<file path="src/hw/rtl/servo_linear_move_interpolator_unit_macros.svh">
// Assertion macros shared by the servo move interpolator RTL.
`ifndef SERVO_LINEAR_MOVE_INTERPOLATOR_UNIT_MACROS_SVH
`define SERVO_LINEAR_MOVE_INTERPOLATOR_UNIT_MACROS_SVH
`ifndef SYNTHESIS
`define SLMI_ASSERT(lbl, clk, rst_n, prop) \
  lbl: assert property (@(posedge clk) disable iff (!rst_n) prop) \
    else $error("slmi: assertion failed");
`define SLMI_NEVER(lbl, clk, rst_n, cond) \
  lbl: assert property (@(posedge clk) disable iff (!rst_n) !(cond)) \
    else $error("slmi: forbidden condition seen");
`else
`define SLMI_ASSERT(lbl, clk, rst_n, prop)
`define SLMI_NEVER(lbl, clk, rst_n, cond)
`endif
`endif

</file>
<file path="src/hw/rtl/slmi_pkg.sv">
// Types, constants and microcode ROM of the servo move interpolator.
`timescale 1ns / 1ps
`default_nettype none
package slmi_pkg;

  localparam int TICK_COUNT_BITS = 8;
  localparam int AXES     = 4;
  localparam int AX_W     = 2;
  localparam int POS_W    = 7;
  localparam int PW       = 25;
  localparam int CNT_W    = 8;
  localparam int ACC_W    = 25;
  localparam int SPAN_QBITS = 19;  // span / 100 for a 25-bit span
  localparam int POS_QBITS  = 7;   // quotients that stay at or below 100
  localparam int QUO_W    = POS_QBITS;
  localparam int UPC_W    = 4;
  localparam int REP_W    = 5;

  localparam logic [POS_W-1:0] POS_FULL = POS_W'(100);
  localparam logic [POS_W-1:0] POS_MID  = POS_W'(50);
  localparam logic [15:0] TICK_MAX = 16'((1 << TICK_COUNT_BITS) - 1);
  localparam logic [TICK_COUNT_BITS-1:0] RESET_TICKS = TICK_COUNT_BITS'(10);

  // Divide by 100 as multiply and shift.
  // ceil(2^31 / 100): exact for every 25-bit span.
  localparam int             RECIP_SH   = 31;
  localparam logic [PW-1:0]  RECIP_SPAN = PW'(21474837);
  // ceil(2^20 / 100): exact for products below 43690.
  localparam int                 FRAC_SH    = 20;
  localparam logic [2*POS_W-1:0] RECIP_FRAC = (2*POS_W)'(10486);

  localparam logic [PW-1:0]    RESET_PULSE_MIN = PW'(1000000);
  localparam logic [PW-1:0]    RESET_PULSE_MAX = PW'(2000000);
  localparam logic [CNT_W-1:0] RESET_DEF_COUNT = CNT_W'(10);

  localparam logic CMD_TICK = 1'b0;
  localparam logic CMD_MOVE = 1'b1;

  typedef enum logic [1:0] {
    CFG_PULSE_MIN = 2'd0,
    CFG_PULSE_MAX = 2'd1,
    CFG_DEF_COUNT = 2'd2
  } cfg_idx_t;

  typedef struct packed {
    logic             command;
    logic [POS_W-1:0] goal_eye_a_x;
    logic [POS_W-1:0] goal_eye_a_y;
    logic [POS_W-1:0] goal_eye_b_x;
    logic [POS_W-1:0] goal_eye_b_y;
    logic [CNT_W-1:0] move_ticks;
  } in_item_t;

  typedef struct packed {
    logic [PW-1:0] width_a_x;
    logic [PW-1:0] width_a_y;
    logic [PW-1:0] width_b_x;
    logic [PW-1:0] width_b_y;
    logic          final_step;
  } out_item_t;

  typedef enum logic [2:0] {
    OP_SPAN   = 3'd0,
    OP_DIV    = 3'd1,
    OP_SAVE   = 3'd2,
    OP_AXLOAD = 3'd3,
    OP_POS    = 3'd4,
    OP_PULSE  = 3'd5,
    OP_EMIT   = 3'd6
  } op_t;

  typedef enum logic [1:0] {
    COND_NONE = 2'd0,
    COND_REP  = 2'd1,
    COND_AX   = 2'd2,
    COND_END  = 2'd3
  } cond_t;

  typedef struct packed {
    op_t              op;
    cond_t            cond;
    logic [UPC_W-1:0] target;
    logic [REP_W-1:0] rep;
  } ucw_t;

  typedef struct packed {
    logic            busy;
    op_t             op;
    logic [AX_W-1:0] ax;
  } ctrl_t;

  localparam logic [UPC_W-1:0] UPC_SPAN     = UPC_W'(0);
  localparam logic [UPC_W-1:0] UPC_SAVE     = UPC_W'(1);
  localparam logic [UPC_W-1:0] UPC_AXLOAD   = UPC_W'(2);
  localparam logic [UPC_W-1:0] UPC_POS_DIV  = UPC_W'(3);
  localparam logic [UPC_W-1:0] UPC_POS      = UPC_W'(4);
  localparam logic [UPC_W-1:0] UPC_PULSE    = UPC_W'(5);
  localparam logic [UPC_W-1:0] UPC_EMIT     = UPC_W'(6);

  localparam logic [REP_W-1:0] REP_POS  = REP_W'(POS_QBITS - 1);

  // Tick program: span quotient and remainder, then per axis: interpolate, scale; then emit.
  function automatic ucw_t ucode(input logic [UPC_W-1:0] upc);
    ucw_t w;
    w = '{op: OP_EMIT, cond: COND_END, target: UPC_SPAN, rep: '0};
    unique case (upc)
      UPC_SPAN:     w = '{op: OP_SPAN,   cond: COND_NONE, target: UPC_SPAN,     rep: '0};
      UPC_SAVE:     w = '{op: OP_SAVE,   cond: COND_NONE, target: UPC_SAVE,     rep: '0};
      UPC_AXLOAD:   w = '{op: OP_AXLOAD, cond: COND_NONE, target: UPC_AXLOAD,   rep: REP_POS};
      UPC_POS_DIV:  w = '{op: OP_DIV,    cond: COND_REP,  target: UPC_POS_DIV,  rep: '0};
      UPC_POS:      w = '{op: OP_POS,    cond: COND_NONE, target: UPC_POS,      rep: '0};
      UPC_PULSE:    w = '{op: OP_PULSE,  cond: COND_AX,   target: UPC_AXLOAD,   rep: '0};
      UPC_EMIT:     w = '{op: OP_EMIT,   cond: COND_END,  target: UPC_SPAN,     rep: '0};
      default:      w = '{op: OP_EMIT,   cond: COND_END,  target: UPC_SPAN,     rep: '0};
    endcase
    return w;
  endfunction

  function automatic logic [POS_W-1:0] clamp_pos(input logic [POS_W-1:0] v);
    return (v > POS_FULL) ? POS_FULL : v;
  endfunction

  function automatic logic [TICK_COUNT_BITS-1:0] clamp_ticks(input logic [CNT_W-1:0] v);
    logic [15:0] v16;
    v16 = 16'(v);
    return (v16 > TICK_MAX) ? TICK_MAX[TICK_COUNT_BITS-1:0] : v16[TICK_COUNT_BITS-1:0];
  endfunction

endpackage
`default_nettype wire

</file>
<file path="src/hw/rtl/slmi_useq.sv">
// Microcode sequencer: step counter, repeat counter, axis counter and ROM.
`timescale 1ns / 1ps
`default_nettype none
`include "servo_linear_move_interpolator_unit_macros.svh"
module slmi_useq (
  input  wire logic           clk,
  input  wire logic           rst_n,
  input  wire logic           go,
  input  wire logic           emit_ok,
  output slmi_pkg::ctrl_t     ctrl
);
  import slmi_pkg::*;

  logic             busy_r, busy_nxt;
  logic [UPC_W-1:0] upc_r, upc_nxt;
  logic [REP_W-1:0] rep_r, rep_nxt;
  logic [AX_W-1:0]  ax_r, ax_nxt;
  ucw_t             word;

  assign word = ucode(upc_r);

  always_comb begin
    busy_nxt = busy_r;
    upc_nxt  = upc_r;
    rep_nxt  = rep_r;
    ax_nxt   = ax_r;
    if (!busy_r) begin
      if (go) begin
        busy_nxt = 1'b1;
        upc_nxt  = UPC_SPAN;
        ax_nxt   = '0;
      end
    end else begin
      unique case (word.cond)
        COND_NONE: begin
          upc_nxt = upc_r + UPC_W'(1);
          rep_nxt = word.rep;
        end
        COND_REP: begin
          if (rep_r != '0) begin
            rep_nxt = rep_r - REP_W'(1);
            upc_nxt = word.target;
          end else begin
            upc_nxt = upc_r + UPC_W'(1);
          end
        end
        COND_AX: begin
          if (ax_r != AX_W'(AXES - 1)) begin
            ax_nxt  = ax_r + AX_W'(1);
            upc_nxt = word.target;
          end else begin
            upc_nxt = upc_r + UPC_W'(1);
          end
        end
        COND_END: begin
          // hold here while the output register holds a previous result that is not yet taken
          if (emit_ok) begin
            busy_nxt = 1'b0;
            upc_nxt  = UPC_SPAN;
          end
        end
        default: upc_nxt = UPC_SPAN;
      endcase
    end
  end

  always_ff @(posedge clk) begin
    if (!rst_n) begin
      busy_r <= 1'b0;
      upc_r  <= UPC_SPAN;
      rep_r  <= '0;
      ax_r   <= '0;
    end else begin
      busy_r <= busy_nxt;
      upc_r  <= upc_nxt;
      rep_r  <= rep_nxt;
      ax_r   <= ax_nxt;
    end
  end

  assign ctrl.busy = busy_r;
  assign ctrl.op   = word.op;
  assign ctrl.ax   = ax_r;

  `SLMI_NEVER(a_go_while_busy, clk, rst_n, go && busy_r)
  `SLMI_ASSERT(a_done_only_at_end, clk, rst_n, $fell(busy_r) |-> $past(word.cond == COND_END))

endmodule
`default_nettype wire

</file>
<file path="src/hw/rtl/slmi_datapath.sv">
// Shared datapath: restoring divide step, interpolation and pulse scaling.
`timescale 1ns / 1ps
`default_nettype none
module slmi_datapath (
  input  wire logic                                             clk,
  input  wire slmi_pkg::ctrl_t                                  ctrl,
  input  wire logic [slmi_pkg::PW-1:0]                          pulse_min,
  input  wire logic [slmi_pkg::PW-1:0]                          pulse_max,
  input  wire logic [slmi_pkg::AXES-1:0][slmi_pkg::POS_W-1:0]   start_pts,
  input  wire logic [slmi_pkg::AXES-1:0][slmi_pkg::POS_W-1:0]   end_pts,
  input  wire logic [slmi_pkg::TICK_COUNT_BITS-1:0]             done,
  input  wire logic [slmi_pkg::TICK_COUNT_BITS-1:0]             total,
  output logic      [slmi_pkg::AXES-1:0][slmi_pkg::PW-1:0]      widths
);
  import slmi_pkg::*;

  localparam int PROD_W  = POS_W + TICK_COUNT_BITS;
  localparam int FPROD_W = 2*POS_W;

  logic [ACC_W-1:0] acc_r, acc_nxt;
  logic [ACC_W-1:0] dsh_r, dsh_nxt;
  logic [QUO_W-1:0] quo_r, quo_nxt;
  logic [SPAN_QBITS-1:0] qs_r;    // span / 100
  logic [POS_W-1:0] rs_r;    // span % 100
  logic [POS_W-1:0] pos_r;
  logic [FPROD_W-1:0] fprod_r;
  logic             neg_r;
  logic [AXES-1:0][PW-1:0] w_r;

  logic [PW-1:0]           span;
  logic [POS_W-1:0]        s_pt, e_pt, mag, pos;
  logic                    neg;
  logic [PROD_W-1:0]       prod;
  logic [2*PW-1:0]         qspan;
  logic [PW-1:0]           rspan;
  logic [FPROD_W-1:0]      fprod;
  logic [2*FPROD_W-1:0]    fscaled;
  logic [SPAN_QBITS+POS_W-1:0] qprod;
  logic [PW-1:0]           pulse;
  logic                    ge;

  assign span  = (pulse_max > pulse_min) ? (pulse_max - pulse_min) : '0;
  assign qspan = (2*PW)'(span) * (2*PW)'(RECIP_SPAN);
  // true remainder is below 100, so the low bits of the difference carry it
  assign rspan = span - PW'(qs_r) * PW'(POS_FULL);
  assign s_pt  = start_pts[ctrl.ax];
  assign e_pt  = end_pts[ctrl.ax];
  assign neg   = e_pt < s_pt;
  assign mag   = neg ? (s_pt - e_pt) : (e_pt - s_pt);
  assign prod  = PROD_W'(mag) * PROD_W'(done);
  // magnitude was divided, so applying the sign truncates toward zero
  assign pos   = neg_r ? (s_pt - quo_r) : (s_pt + quo_r);
  assign fprod = FPROD_W'(rs_r) * FPROD_W'(pos);
  assign fscaled = (2*FPROD_W)'(fprod_r) * (2*FPROD_W)'(RECIP_FRAC);
  assign qprod = (SPAN_QBITS+POS_W)'(qs_r) * (SPAN_QBITS+POS_W)'(pos_r);
  // span * pos / 100 = (span / 100) * pos + (span % 100) * pos / 100
  assign pulse = pulse_min + qprod[PW-1:0] + PW'(fscaled[FRAC_SH +: POS_W]);
  assign ge    = acc_r >= dsh_r;

  always_comb begin
    acc_nxt = acc_r;
    dsh_nxt = dsh_r;
    quo_nxt = quo_r;
    if (ctrl.busy) begin
      case (ctrl.op)
        OP_DIV: begin
          if (ge) acc_nxt = acc_r - dsh_r;
          quo_nxt = {quo_r[QUO_W-2:0], ge};
          dsh_nxt = dsh_r >> 1;
        end
        OP_AXLOAD: begin
          acc_nxt = ACC_W'(prod);
          dsh_nxt = ACC_W'(total) << (POS_QBITS - 1);
          quo_nxt = '0;
        end
        default: ;
      endcase
    end
  end

  always_ff @(posedge clk) begin
    acc_r <= acc_nxt;
    dsh_r <= dsh_nxt;
    quo_r <= quo_nxt;
    if (ctrl.busy && ctrl.op == OP_SPAN) qs_r <= qspan[RECIP_SH +: SPAN_QBITS];
    if (ctrl.busy && ctrl.op == OP_SAVE) rs_r <= rspan[POS_W-1:0];
    if (ctrl.busy && ctrl.op == OP_AXLOAD) neg_r <= neg;
    if (ctrl.busy && ctrl.op == OP_POS) begin
      pos_r   <= pos;
      fprod_r <= fprod;
    end
    if (ctrl.busy && ctrl.op == OP_PULSE) w_r[ctrl.ax] <= pulse;
  end

  assign widths = w_r;

endmodule
`default_nettype wire

</file>
<file path="src/hw/rtl/servo_linear_move_interpolator_unit.sv">
// Top level of the four-axis servo move interpolator.
// Move beat: taken while idle, updates targets and gives no result.
// Tick beat of a running move: result registered at the end of the program below;
//   in_ready stays low until then, so a new tick is taken only after the last is emitted.
// Steps: span split, then per axis load, divide by total, interpolate, scale; then emit; a full output holds emit.
// Synchronous active-low reset: axes at 50, block idle, registers at defaults.
`timescale 1ns / 1ps
`default_nettype none
`include "servo_linear_move_interpolator_unit_macros.svh"
module servo_linear_move_interpolator_unit (
  input  wire logic                   clk,
  input  wire logic                   rst_n,
  input  wire logic                   in_valid,
  output logic                        in_ready,
  input  wire slmi_pkg::in_item_t     in_data,
  output logic                        out_valid,
  input  wire logic                   out_ready,
  output slmi_pkg::out_item_t         out_data,
  input  wire logic                   cfg_we,
  input  wire logic [1:0]             cfg_index,
  input  wire logic [slmi_pkg::PW-1:0] cfg_wdata
);
  import slmi_pkg::*;

  logic [PW-1:0]    pmin_r, pmin_nxt;
  logic [PW-1:0]    pmax_r, pmax_nxt;
  logic [CNT_W-1:0] defcnt_r, defcnt_nxt;

  logic [AXES-1:0][POS_W-1:0] start_r, start_nxt;
  logic [AXES-1:0][POS_W-1:0] end_r, end_nxt;
  logic [TICK_COUNT_BITS-1:0] done_r, done_nxt;
  logic [TICK_COUNT_BITS-1:0] total_r, total_nxt;

  logic      out_valid_r, out_valid_nxt;
  out_item_t out_data_r, out_data_nxt;

  ctrl_t                  ctrl;
  logic [AXES-1:0][PW-1:0] widths;
  logic                   in_fire, tick_go, emit_ok, emit;
  logic [CNT_W-1:0]       cnt;

  assign in_ready = !ctrl.busy;
  assign in_fire  = in_valid && in_ready;
  assign tick_go  = in_fire && (in_data.command == CMD_TICK) && (done_r < total_r);
  assign emit_ok  = !out_valid_r || out_ready;
  assign emit     = ctrl.busy && (ctrl.op == OP_EMIT) && emit_ok;
  assign cnt      = (in_data.move_ticks == '0) ? defcnt_r : in_data.move_ticks;

  always_comb begin
    pmin_nxt   = pmin_r;
    pmax_nxt   = pmax_r;
    defcnt_nxt = defcnt_r;
    if (cfg_we) begin
      unique case (cfg_index)
        CFG_PULSE_MIN: pmin_nxt   = cfg_wdata;
        CFG_PULSE_MAX: pmax_nxt   = cfg_wdata;
        CFG_DEF_COUNT: defcnt_nxt = cfg_wdata[CNT_W-1:0];
        default: ;
      endcase
    end
  end

  always_comb begin
    start_nxt = start_r;
    end_nxt   = end_r;
    done_nxt  = done_r;
    total_nxt = total_r;
    if (in_fire) begin
      if (in_data.command == CMD_MOVE) begin
        start_nxt  = end_r;
        end_nxt[0] = clamp_pos(in_data.goal_eye_a_x);
        end_nxt[1] = clamp_pos(in_data.goal_eye_a_y);
        end_nxt[2] = clamp_pos(in_data.goal_eye_b_x);
        end_nxt[3] = clamp_pos(in_data.goal_eye_b_y);
        total_nxt  = clamp_ticks(cnt);
        done_nxt   = '0;
      end else if (tick_go) begin
        done_nxt = done_r + TICK_COUNT_BITS'(1);
      end
    end
  end

  always_comb begin
    out_valid_nxt = out_valid_r;
    out_data_nxt  = out_data_r;
    if (out_valid_r && out_ready) out_valid_nxt = 1'b0;
    if (emit) begin
      out_valid_nxt           = 1'b1;
      out_data_nxt.width_a_x  = widths[0];
      out_data_nxt.width_a_y  = widths[1];
      out_data_nxt.width_b_x  = widths[2];
      out_data_nxt.width_b_y  = widths[3];
      out_data_nxt.final_step = (done_r == total_r);
    end
  end

  always_ff @(posedge clk) begin
    if (!rst_n) begin
      pmin_r      <= RESET_PULSE_MIN;
      pmax_r      <= RESET_PULSE_MAX;
      defcnt_r    <= RESET_DEF_COUNT;
      start_r     <= {AXES{POS_MID}};
      end_r       <= {AXES{POS_MID}};
      done_r      <= RESET_TICKS;
      total_r     <= RESET_TICKS;
      out_valid_r <= 1'b0;
    end else begin
      pmin_r      <= pmin_nxt;
      pmax_r      <= pmax_nxt;
      defcnt_r    <= defcnt_nxt;
      start_r     <= start_nxt;
      end_r       <= end_nxt;
      done_r      <= done_nxt;
      total_r     <= total_nxt;
      out_valid_r <= out_valid_nxt;
    end
  end

  always_ff @(posedge clk) begin
    out_data_r <= out_data_nxt;
  end

  assign out_valid = out_valid_r;
  assign out_data  = out_data_r;

  slmi_useq u_useq (
    .clk     (clk),
    .rst_n   (rst_n),
    .go      (tick_go),
    .emit_ok (emit_ok),
    .ctrl    (ctrl)
  );

  slmi_datapath u_datapath (
    .clk       (clk),
    .ctrl      (ctrl),
    .pulse_min (pmin_r),
    .pulse_max (pmax_r),
    .start_pts (start_r),
    .end_pts   (end_r),
    .done      (done_r),
    .total     (total_r),
    .widths    (widths)
  );

  `SLMI_ASSERT(a_tick_starts_program, clk, rst_n, tick_go |=> ctrl.busy)
  `SLMI_ASSERT(a_emit_loads_output, clk, rst_n, emit |=> out_valid_r)
  `SLMI_ASSERT(a_done_within_total, clk, rst_n, done_r <= total_r)

endmodule
`default_nettype wire
</file>
<file path="config.mk">
export PLATFORM = sky130hd
export DESIGN_NAME = servo_linear_move_interpolator_unit
export DESIGN_NICKNAME = d
export VERILOG_FILES = /design/src/hw/rtl/slmi_pkg.sv /design/src/hw/rtl/slmi_useq.sv /design/src/hw/rtl/slmi_datapath.sv /design/src/hw/rtl/servo_linear_move_interpolator_unit.sv
export VERILOG_INCLUDE_DIRS = /design/src /design/src/hw/rtl
export SDC_FILE = /design/constraint.sdc
export NUM_CORES = 2
export LEC_CHECK = 0
export BUFFER_PORTS_ARGS = -buffer_cell sky130_fd_sc_hd__buf_2
export CELL_PAD_IN_SITES_DETAIL_PLACEMENT = 1
export CELL_PAD_IN_SITES_GLOBAL_PLACEMENT = 1
export CORE_ASPECT_RATIO = 0.5
export CORE_MARGIN = 2
export CORE_UTILIZATION = 51
export CTS_CLUSTER_DIAMETER = 50
export DETAILED_ROUTE_END_ITERATION = 6
export PLACE_DENSITY = 0.93
export SLEW_MARGIN = 20
export SYNTH_ARGS = -nofsm -noshare
export SYNTH_HDL_FRONTEND = slang
export SYNTH_SLANG_ARGS = --single-unit
</file>
<file path="constraint.sdc">
create_clock -name clk -period 11.15 [get_ports clk]
set_input_delay 1.6725 -clock clk [delete_from_list [all_inputs] [get_ports clk]]
set_output_delay 1.6725 -clock clk [all_outputs]
set_load 0.05 [all_outputs]
</file>
-- After elaboration in Yosys (flattened, before gate mapping)
Cells that the tools add are included.
- bitwise operators: 1
- order comparisons: 10
- muxes and demuxes: 40
- equality and inequality tests: 23
- reduce and logical (&&, ||, !) cells: 36
- multipliers: 6
- add/subtract/negate cells: 13
- operator list (operator ; count):
    $bwmux W100 ; 1
    $pmux W25 S2 ; 2
    $pmux W14 S6 ; 1
    $mux W25 ; 3
    $mux W7 ; 8
    $demux W25 S2 ; 1
    $mul A25 B25 Y50 const B ; 1
    $sub A25 B25 Y25 ; 2
    $bmux W7 S2 ; 2
    $gt A7 B7 Y1 const B ; 4
    $sub A7 B7 Y7 ; 4
    $mul A14 B13 Y26 const B ; 1
    $add A25 B25 Y25 ; 1
    $add A25 B7 Y25 ; 1
    $ge A25 B25 Y1 ; 1
    $gt A25 B25 Y1 ; 1
    $mul A19 B7 Y25 ; 1
    $mux W8 ; 3
    $mux W4 ; 5
    $mul A19 B5 Y5 const B ; 1
    $pmux W4 S4 ; 1
    $mul A7 B8 Y15 ; 1
    $mul A7 B7 Y14 ; 1
    $pmux W7 S2 ; 1
    37 further kinds ; 81
- word-level logic and storage cells: 164
- register bits after elaboration: 449
- bits of input ports: 69

-- Logic depth before layout (Yosys ltp)
- word-level depth: 6
- mapped depth: 37
- gate-level depth less buffers: 36

-- Modules after synthesis
Synthesis repeated with hierarchy kept, for this count alone.
- cell total of the unflattened synthesis: 4101
- area, all modules: 41628.7 µm²
- by module, submodules not included (module ; instances ; seq. area each (µm²) ; area an instance (µm²) ; cells an instance):
    slmi_datapath ; 1 ; 5825.6 ; 32486.2 ; 3258
    servo_linear_move_interpolator_unit ; 1 ; 5655.4 ; 8255.4 ; 731
    slmi_useq ; 1 ; 240.2 ; 887.1 ; 112

-- Worst setup path before layout
No wires, ideal clock.
- kind: input port to flip-flop
- start: in out_ready
- end: reg out_data_r, in the netlist out_data[0], enable pin
- path slack: 1906 ps
- arrival: 8559 ps
- buffers on the path: 0
- stages: 2
- required time: 10465 ps
- cell sequence: nor2b_1 > nor3_1
- longest elaborated chain between the ends: 2
- RTL lines (what ; RTL line ; source):
    start, declared ; servo_linear_move_interpolator_unit.sv:17 ; input wire logic out_ready,
    $logic_or A1 B1 Y1 ; servo_linear_move_interpolator_unit.sv:45 ; assign emit_ok = !out_valid_r || out_ready;
    $logic_and A1 B1 Y1 ; servo_linear_move_interpolator_unit.sv:46 ; assign emit = ctrl.busy && (ctrl.op == OP_EMIT) && emit_ok;
    via emit ; servo_linear_move_interpolator_unit.sv:39 ; logic in_fire, tick_go, emit_ok, emit;
    end signal, assigned ; servo_linear_move_interpolator_unit.sv:120 ; out_data_r <= out_data_nxt;
    end, declared ; servo_linear_move_interpolator_unit.sv:35 ; out_item_t out_data_r, out_data_nxt;
The timed path passes the listed nets, and every way through them passes these cells.
A chain may end at the register's enable or synchronous reset.

-- Final worst setup path
- start: reg u_datapath.fprod_r[9]
- end: reg u_datapath.w_r, in the netlist u_datapath.widths[23] (data pin)
- longest elaborated chain between the ends: 3
- RTL lines (what ; RTL line ; source):
    start, declared ; slmi_datapath.sv:26 ; logic [FPROD_W-1:0] fprod_r;
    start signal, assigned ; slmi_datapath.sv:90 ; fprod_r <= fprod;
    $mul A14 B13 Y26 ; slmi_datapath.sv:54 ; assign fscaled = (2*FPROD_W)'(fprod_r) * (2*FPROD_W)'(RECIP_FRAC);
    $add A25 B7 Y25 ; slmi_datapath.sv:57 ; assign pulse = pulse_min + qprod[PW-1:0] + PW'(fscaled[FRAC_SH +: POS_W]);
    via u_datapath.pulse[23] ; slmi_datapath.sv:39 ; logic [PW-1:0] pulse;
    $bwmux W100 ; slmi_datapath.sv:92 ; if (ctrl.busy && ctrl.op == OP_PULSE) w_r[ctrl.ax] <= pulse;
    end signal, assigned by index ; slmi_datapath.sv:92 ;
    end, declared ; slmi_datapath.sv:28 ; logic [AXES-1:0][PW-1:0] w_r;
The timed path passes the listed nets, and every way through them passes these cells.

==> impl_metrics.yaml <==
worst_setup_path:
  worstReg2RegStart: "u_datapath.fprod_r[9]"
  ff2ff_setup_slack_ps: -630
  critPathMaxStageDelay_ps: 900
  worst_ep_required_time_ps: 11470
  crit_arrival_ps: 12100
  path_max_fanout: 6
  crit_path_end_kind: "flop"
  crit_type: "flop to flop"
  critPathLaunchType: "flop"
  cpMostUsedCell: "fa_1"
  cp_top_family: "adder cells"
  crit_buf_inv: 6
  crit_slowest_cell: "o311ai_1"
  crit_start: "u_datapath.fprod_r[9]"
global_route:
  grt_max_degree: 87
  grt-ovfl-total: 0
  grt_pass1_vias: 37548
  grt_pass1_wl_microns: 230800
  grt.total_usage_pct: 37.20
  antenna_found_initial: 23
drt:
  totalWireLength_microns: 177200
  vias_per_cell: 6.770
  routedWlPerCell_microns: 33.83
  drt_pass1_iterations: 7
  drtAntennaViolNets: 0
  drc_errors: 36
  vias: 35455
  drt-initial-drc-count: 5201
logic_synthesis:
  synth_fa_ha_area_share_pct: 40.51
  ys_async_sr_fraction_pct: 0
  avgSynthCellArea_sq_um: 10.27
  synth_top_area_share_pct: 22.70
  synth-edff-count: 295
  synth_ff_type: "edfxtp_1"
  ys_seq_elements: 438
  netlist.top_cell.by_area: "fa_1"
  synth_compound_area_share_pct: 7.465
  synth_simple_gate_area_share_pct: 10.47
  yosysWarnings: 0
  synth_mux_area_share_pct: 1.234
  yosysSeqAreaShare_pct: 28.82
  synth_area_leaders: "fa_1, edfxtp_1, ha_1, inv_1, dfxtp_1"
  synthXorXnorAreaFrac_pct: 2.929
  synthesis.nets: 5070
  synth_cell_types: 82
  synth_cells: 3961
  synth_area_sq_mm: 0.04066
  synth_top_family_by_area: "adder cells"
floorplan:
  start_util_pct: 51.35
  die-area_sq_mm: 0.08214
  fp.coreArea_sq_mm: 0.07919
  ios: 172
  die_y_microns: 203.7
  row_count: 73
  die_w_microns: 403.3
place:
  io_buffers: 171
  gp_congestion: 1.006
  dp_hpwl_microns: 106600
  pre_cts_ws_ps: 316.2
  dp_cells: 5120
  placed_cell_area_sq_mm: 0.04272
timing:
  fin_crit_sh_pct: 105.7
  worstMarginPinSlew_ps: 1292
  fmax_mhz: 84.87
  hold_violations: 0
  max_slew_margin_pct: 13.85
  fin_skew_ps: 64.40
  finalCriticalPeriod_ps: 11780
  setup_viol: 36
  post-route-worst-setup-slack_ps: -632.2
  finalMaxSlewViolations: 0
clock_tree:
  cts-buffers-inserted: 49
  clk_latency_ps: 690
  cts_tree: "yes"
  numClockSinks: 438
  clkTransAtPathRegs_ps: 80
  h-tree-depth: 2
  cts.path.max_buffers: 3
  root_buffer: "clkbuf_16"
layout:
  seq_area_sq_mm: 0.01172
  multi_input_area_sq_mm: 0.02555
  area_delta_synth_final_pct: 9.495
  final_common_cell: "inv_1"
  nets: 5236
  most-common-layout-cells: "inv_1, ha_1, fa_1"
  final_core_util_pct: 56.23
  fillers: 8554
  drive_above_1_share_pct: 8.207
  finalNonFillerCells: 5237
  stdcell_area_sq_mm: 0.04453
outcome:
  run_status: "complete, but fails checks"
  failed_checks: "design-rule violations, negative setup slack"
flow_run:
  cap_violations: 0
worst_hold_path:
  worstHoldStart: "u_datapath.widths[92]"
  min_path_type: "flop to flop"
## per-layer routing
layer / global-route usage [%] / up-vias / share of wire (%)
met3: 8.171 / 1693 / 13
met4: 27.33 / 34 / 11
met1: 41.54 / 17031 / 32
li1: - / 13239 / -
met2: 63.19 / 3458 / 43
met5: 0 / - / 0.34
## Yosys cell counts, types with 65 or more instances
| library cell | number |
|---|---|
| inv_1 | 839 |
| ha_1 | 579 |
| fa_1 | 461 |
| nand2_1 | 382 |
| edfxtp_1 | 295 |
| a21oi_1 | 206 |
| dfxtp_1 | 143 |
| nor2_1 | 139 |
| and2_1 | 118 |
| xnor2_1 | 96 |
| o21ai_0 | 88 |
| nand3_1 | 82 |
| clkbuf_1 | 65 |
## through the flow
step	hold slack (ps)	setup TNS, ps
after floorplan	400.3	0
after global placement	400.5	0
after detailed placement	406.3	0
after CTS	421.2	0
after global routing	419.3	-7079
final	425.0	-10170
## cell type report
class	instances	share of cell area, %
flip-flops and latches	438	26.33
clock buffers	61	2.993
repair buffers	200	2.411
multi-input cells	2598	57.39
clock inverters	30	0.7391
well taps	1050	2.951
diodes	20	0.1124
inverters	840	7.081
## cell families after synthesis
family | count (synthesis)
buf+inv | 925
simple gates | 903
mux | 32
flops | 438
xor+xnor | 136
compound gates | 487
fa+ha+maj | 1040
## state kept, by name, summed over array words and instances, names as in the netlist, 2 cells and up
| name | cells |
|---|---|
| defcnt_r | 8 |
| done_r | 8 |
| end_r | 28 |
| out_data | 101 |
| pmax_r | 25 |
| pmin_r | 25 |
| start_r | 28 |
| total_r | 8 |
| u_datapath.acc_r | 25 |
| u_datapath.dsh_r | 14 |
| u_datapath.fprod_r | 14 |
| u_datapath.pos_r | 7 |
| u_datapath.qs_r | 19 |
| u_datapath.quo_r | 7 |
| u_datapath.rs_r | 7 |
| u_datapath.widths | 100 |
| u_useq.ax_r | 2 |
| u_useq.rep_r | 5 |
| u_useq.upc_r | 4 |
## final timing paths
kind | cells after the start | end
max | 33 | u_datapath.widths[23]
min | 0 | out_data[18]
max reg2reg | 33 | u_datapath.widths[23]
min reg2reg | 0 | out_data[18]
## repair_timing
action                                  CTS  global route
setup buffers                             0             6
endpoints found under the setup margin   16            48
gates resized for setup                   2             6
hold buffers                              0             0
Power is not shown: default switching activity piles up to over one toggle a cycle in this logic, so the estimate is an artifact.
